## config.mk

```make
export PLATFORM = sky130hd
export DESIGN_NAME = spt_div
export DESIGN_NICKNAME = d
export VERILOG_FILES = /design/src/hw/rtl/spt_pkg.sv /design/src/hw/rtl/spt_div.sv
export SDC_FILE = /design/constraint.sdc
export NUM_CORES = 1
export LEC_CHECK = 0
export ABC_CLOCK_PERIOD_IN_PS = 4200
export BUFFER_PORTS_ARGS = -buffer_cell sky130_fd_sc_hd__buf_2
export CAP_MARGIN = 20
export CORE_AREA = 2 2 90 179
export CTS_BUF_LIST = sky130_fd_sc_hd__clkbuf_4
export DETAILED_ROUTE_END_ITERATION = 8
export DIE_AREA = 0 0 92 181
export PLACE_DENSITY_LB_ADDON = 0.05
export SLEW_MARGIN = 20
export SYNTH_ARGS = -nofsm -noshare
export SYNTH_HDL_FRONTEND = slang
export SYNTH_SLANG_ARGS = --single-unit
```

## constraint.sdc

```tcl
create_clock -name clk -period 4.2 [get_ports clk]
set_clock_uncertainty 0.15 [all_clocks]
set_input_delay 0.42 -clock clk [delete_from_list [all_inputs] [get_ports clk]]
set_output_delay 0.42 -clock clk [all_outputs]
set_load 0.01 [all_outputs]
```

## src/hw/rtl/spt_pkg.sv

```systemverilog
// Shared types, constants and helpers of the Stanley path tracker.
package spt_pkg;

  typedef enum logic [1:0] {
    OP_CLEAR  = 2'd0,
    OP_APPEND = 2'd1,
    OP_POSE   = 2'd2
  } opcode_t;

  localparam logic [2:0] CFG_CROSS_GAIN    = 3'd0;
  localparam logic [2:0] CFG_STEER_GAIN    = 3'd1;
  localparam logic [2:0] CFG_DRIVE_SPEED   = 3'd2;
  localparam logic [2:0] CFG_GOAL_RADIUS   = 3'd3;
  localparam logic [2:0] CFG_POINT_SPACING = 3'd4;
  localparam logic [2:0] CFG_POSE_TIMEOUT  = 3'd5;

  localparam logic [15:0] RST_CROSS_GAIN    = 16'd2458;
  localparam logic [15:0] RST_STEER_GAIN    = 16'd819;
  localparam logic [15:0] RST_DRIVE_SPEED   = 16'd819;
  localparam logic [31:0] RST_GOAL_RADIUS   = 32'd32768;
  localparam logic [31:0] RST_POINT_SPACING = 32'd3277;
  localparam logic [31:0] RST_POSE_TIMEOUT  = 32'd1000000;

  localparam int DIFF_W = 33;
  localparam int AT_W   = 50;
  localparam int MUL_W  = 34;
  localparam int DIV_N  = 48;
  localparam int DIV_D  = 32;
  localparam int CORDIC_STEPS = 24;

  localparam logic signed [16:0] PI_Q13      = 17'sd25736;
  localparam logic signed [16:0] TWO_PI_Q13  = 17'sd51472;
  localparam logic signed [15:0] HALF_PI_Q13 = 16'sd12868;
  localparam logic signed [15:0] RATE_LIMIT  = 16'sd24576;
  localparam logic signed [31:0] PI_Q28      = 32'sd843314857;
  localparam logic signed [31:0] HALF_PI_Q28 = 32'sd421657428;
  localparam logic signed [33:0] US_PER_S    = 34'sd1000000;

  function automatic logic signed [31:0] atan_step(input logic [4:0] k);
    logic signed [31:0] a;
    case (k)
      5'd0: a = 32'sd210828714;
      5'd1: a = 32'sd124459457;
      5'd2: a = 32'sd65760959;
      5'd3: a = 32'sd33381290;
      5'd4: a = 32'sd16755422;
      5'd5: a = 32'sd8385879;
      5'd6: a = 32'sd4193963;
      5'd7: a = 32'sd2097109;
      5'd8: a = 32'sd1048571;
      5'd9: a = 32'sd524287;
      default: a = 32'sd1 <<< (5'd28 - k);
    endcase
    return a;
  endfunction

  function automatic logic signed [DIFF_W-1:0] coord_diff(input logic signed [31:0] a,
                                                          input logic signed [31:0] b);
    return DIFF_W'(a) - DIFF_W'(b);
  endfunction

endpackage

```

## src/hw/rtl/spt_div.sv

```systemverilog
// Restoring unsigned divider, one quotient bit per cycle.
module spt_div (
  input  logic                       clk,
  input  logic                       rst_n,
  input  logic                       start,
  input  logic [spt_pkg::DIV_N-1:0]  dividend,
  input  logic [spt_pkg::DIV_D-1:0]  divisor,
  output logic                       done,
  output logic [spt_pkg::DIV_N-1:0]  quotient
);
  import spt_pkg::*;

  localparam int CNT_W = $clog2(DIV_N);

  logic             busy_r;
  logic [CNT_W-1:0] cnt_r;
  logic [DIV_D-1:0] div_r, rem_r;
  logic [DIV_D:0]   rem_sh, rem_sub;

  assign rem_sh  = {rem_r, quotient[DIV_N-1]};
  assign rem_sub = rem_sh - {1'b0, div_r};

  always_ff @(posedge clk) begin
    if (!rst_n) begin
      busy_r <= 1'b0;
      done   <= 1'b0;
    end else begin
      done <= busy_r && (cnt_r == CNT_W'(DIV_N - 1));
      if (!busy_r) begin
        if (start) begin
          quotient <= dividend;
          div_r    <= divisor;
          rem_r    <= '0;
          cnt_r    <= '0;
          busy_r   <= 1'b1;
        end
      end else begin
        if (rem_sh >= {1'b0, div_r}) begin
          rem_r    <= rem_sub[DIV_D-1:0];
          quotient <= {quotient[DIV_N-2:0], 1'b1};
        end else begin
          rem_r    <= rem_sh[DIV_D-1:0];
          quotient <= {quotient[DIV_N-2:0], 1'b0};
        end
        cnt_r <= cnt_r + CNT_W'(1);
        if (cnt_r == CNT_W'(DIV_N - 1)) begin
          busy_r <= 1'b0;
        end
      end
    end
  end

endmodule
```

==> impl_summary.md <==
Placement
The count of port buffers added during placement is between 100 and 150. In this run, placement finished with an instance count of 886. At the end of routability-driven placement, the weighted congestion stood at 0.866. The final HPWL from detailed placement is between 10000 and 15000 um.

Critical path
For the worst setup path, the data required time is 4.36 ns. The critical path goes through ha_1 -> a21oi_2 -> a21oi_1 -> a211oi_1 -> nand2_1 -> a311oi_2 -> or2_1 -> nor4_1 -> a311o_1. The biggest fanout along the worst timing path is 10. The kind of start point of the critical path is a flip-flop. The worst stage delay on the critical path is 0.43 ns.

The worst setup path is of the reg2reg kind. STA classifies the critical path endpoint as a flip-flop. The combined buffer and inverter count along the critical path is 0. Data on the critical path arrives at its endpoint at 3.44 ns. For this design, the slowest cell found on the critical path is edfxtp_1. The family with the most delay on the worst path is compound AO/OA/AOI/OAI gates.

Clock tree
Clock latency on the worst-skew pair, taken at its later pin, is 0.54 ns. The clock slew seen by the registers of the worst setup and hold paths is 0.13 ns. The TritonCTS clock tree is built. In this run the number of H-tree levels came out at 4. The worst-case clock buffer depth is 2.

The tree is rooted in a clkbuf_4. The number of buffers created by CTS is 17. The tree built by TritonCTS fans out to 120 sinks.

The post-cts repair resize count is 0.

Timing
Based on the critical path, the design can be clocked at up to 0.305 GHz. Measured against its own limit, the worst slew margin works out to 46.0%. Setup repair after global routing left no endpoint under its margin.

The total count of max-transition violations in the final report is 0. Dividing the final minimum period by the clock period gives 78.0%. Summed over all failing endpoints, the final setup total negative slack is 0 ns. The number of hold violations in the final report came to 0. The number of setup violations in the final report is 0. The clock period could shrink to between 3 and 4 ns.

The transition time of the tightest slew-check pin is 0.809 ns.

Power and ir drop
Sequential cells burn 45.6% of the power. The fraction of power consumed by combinational cells is 22.7%. Cell internal power was estimated by the tool at 2.28 mW.

The fraction of power spent switching nets is about 29%. Dividing total power by cell area gives a power density of 371 mW/mm^2. Summed over all cells, the static leakage comes to approximately 3.6 nW. The worst ir drop on vdd is approximately 0.30 mV. In this run the power spent charging and discharging nets is 920 uW. The clock network is responsible for 31.7% of the overall power.

Die
In this run the standard cell core region covers about 0.015 sq mm. After floorplanning, the core was divided into between 60 and 70 placement rows. The die covers 0.0167 sq mm. For this design the top-level I/O count stands at 132. The die is 181 um tall. From left edge to right edge, the die measures 92 um.

Once the floorplan was initialized, standard cells occupied 44.3% of the core.

Global route
The aggregate global-route resource usage is 21.0%. The first-pass GRT wire length is 27500 um. Entering global routing, the biggest net connects 66 pins.

The initial antenna violation count is 1. The number of global-route vias before repair is 5668. For this run the aggregate overflow at the end of global routing stands at 0.

Yosys
Of the total synthesized cell area, the portion taken by full adders, half adders and majority gates is between 6 and 7%. The fraction of the mapped netlist area in compound gates is 12.6%. The top cell type by area accounts for 52.5% of the synthesized area.

The distinct cell type count after synthesis is 67. For this run, the leading register cell type out of synthesis is edfxtp_1. Sorting the synthesized cells by area gives the leading types as edfxtp_1 (53%), mux2_2 (7.8%), ha_1 (6.1%), a21oi_1 (2.6%), nor2_1 (2.3%).

The number of register bits inferred by synthesis is 120. The cell count after synthesis is 571. The number of nets in the synthesized netlist is about 690. edfxtp_1 is the most common cell in the netlist. Sequential elements use roughly 53% of the synthesized area. After synthesis, the largest family of logic cells by area is compound AO/OA/AOI/OAI gates. The fraction of synthesized cell area in xor and xnor cells is 2.99%. The portion of netlist area occupied by mux cells is 9.63%. The largest total area in the synthesized netlist belongs to edfxtp_1. Counting instances in the post-synthesis netlist gives the leading cell types as edfxtp_1 (118), mux2_2 (47), nor2_1 (41). The share of synthesized registers carrying an async set or reset is 0%. Yosys mapped a number of flops with a built-in enable equal to 118. During synthesis, Yosys emitted a total of 0 warnings. The synthesized netlist devotes 10.9% of its cell area to simple gates. The mapped netlist covers 0.00674 sq mm. The per-instance average area after synthesis is 11.8 sq um.

Flow run
The number of max-cap violations is 0.

Drt
Dividing the detail-routed via count by the number of cells gives about 5.4. The detail route stage leaves a number of antenna-violating nets equal to 0. The routed wire length is 17000 um. Detailed routing inserted a total of 5308 vias. After the first detailed-routing iteration, the DRC count stood at ~260. The first detailed-routing pass took 5 iterations. Dividing the detail-routed wire length by the instance count gives 17.2 um. For this run, design rule violations remaining after detail routing come to 0.

Cells and area
The net count of the finished layout is 893. The filler cell count is 1359. The relative area change from synthesis to final layout is 27.9%. For this run, the number of standard cells in the final layout without fillers is between 900 and 1000. The fraction of final layout cells with drive strength greater than 1 is 29.8%.

Run status
The run finished with clean final reports.

Worst hold path
The min-delay analysis places its worst path in the category in2reg.
-- path summary, 6_finish.rpt --
check               startpoint           end  slack, ns  cells after the start
setup / recovery      rem_r[8]     rem_r[28]       0.92                      9
hold / removal    dividend[38]  quotient[38]       0.04                      2
setup reg to reg      rem_r[8]     rem_r[28]       0.92                      9
hold reg to reg    quotient[5]   quotient[6]       0.43                      1
-- placed cells by master (no fill, tap or decap), drive strengths merged, types with 15 or more instances in the layout --
| master | instances |
|---|---|
| nand2 | 39 |
| ha | 33 |
| o21ai | 15 |
| inv | 40 |
| nor2 | 42 |
| nand3 | 22 |
| a21oi | 37 |
| edfxtp | 118 |
| dlygate4sd3 | 69 |
| clkbuf | 17 |
| buf | 139 |
| mux2 | 47 |
| xnor2 | 17 |
-- cell families (layout without fill, tap and decap cells) --
| family | count (synthesis) | in the layout |
|---|---|---|
| other | 0 | 1 |
| AOI/OAI and AO/OA | 122 | 122 |
| DFF | 120 | 120 |
| xor gates and xnor gates | 23 | 23 |
| muxes | 59 | 59 |
| and+or+nand+nor | 152 | 152 |
| buffers and inverters | 61 | 279 |
| adders and majority gates | 34 | 34 |
-- through the flow --
step / total power, mW / hold WS [ns] / utilization, % / worst slack [ns] / area (sq um)
detailed placement: 2.16 / 0.415 / 49.8 / 0.963 / 7580
finish: 3.20 / 0.0447 / 56.7 / 0.923 / 8630
CTS: 3.23 / 0.000878 / 56.7 / 0.925 / 8630
global route: 3.36 / 0.00411 / 56.7 / 0.660 / 8630
global placement: 2.15 / 0.404 / 49.8 / 1.03 / 7580
floorplan: 1.96 / 0.369 / - / 0.963 / 6740
-- metal layers --
metal | track usage, % | part of all wire [%] | up-vias
li1 | - | - | 2548
met1 | 21.9 | 36 | 2559
met2 | 39.7 | 56 | 166
met3 | 4.59 | 4.9 | 35
met4 | 8.96 | 2.6 | 0
met5 | 0 | 0 | -
-- state kept, by name (all words and copies together) (netlist names) --
name      cells
busy_r        1
cnt_r         6
div_r        32
done          1
rem_r        32
quotient     48
-- timing repair --
action / CTS / global route
endpoints found under the hold margin: 69 / 0
buffers inserted: 0 / 0
hold buffers: 69 / 0
-- final cells by class --
type | instances | area, sq um | share of cell area, %
Clock inverter | 15 | 225 | 2.61
Clock buffer | 17 | 128 | 1.48
Timing Repair Buffer | 208 | 1420 | 16.4
Tap cell | 198 | 248 | 2.87
Antenna cell | 1 | 2.50 | 0.0290
Sequential cell | 120 | 3580 | 41.5
Inverter | 39 | 146 | 1.70
Multi-Input combinational cell | 390 | 2880 | 33.3
-- power groups by stage --
stage | sequential, mW | combinational [mW] | clock [mW]
4_1_cts | 1.46 | 0.727 | 1.04
5_1_grt | 1.47 | 0.798 | 1.09
3_3_place_gp | 1.48 | 0.668 | 0
3_5_place_dp | 1.48 | 0.675 | 0
2_1_floorplan | 1.49 | 0.471 | 0
6_report | 1.46 | 0.727 | 1.02
Power figures use the tool's default switching activity.
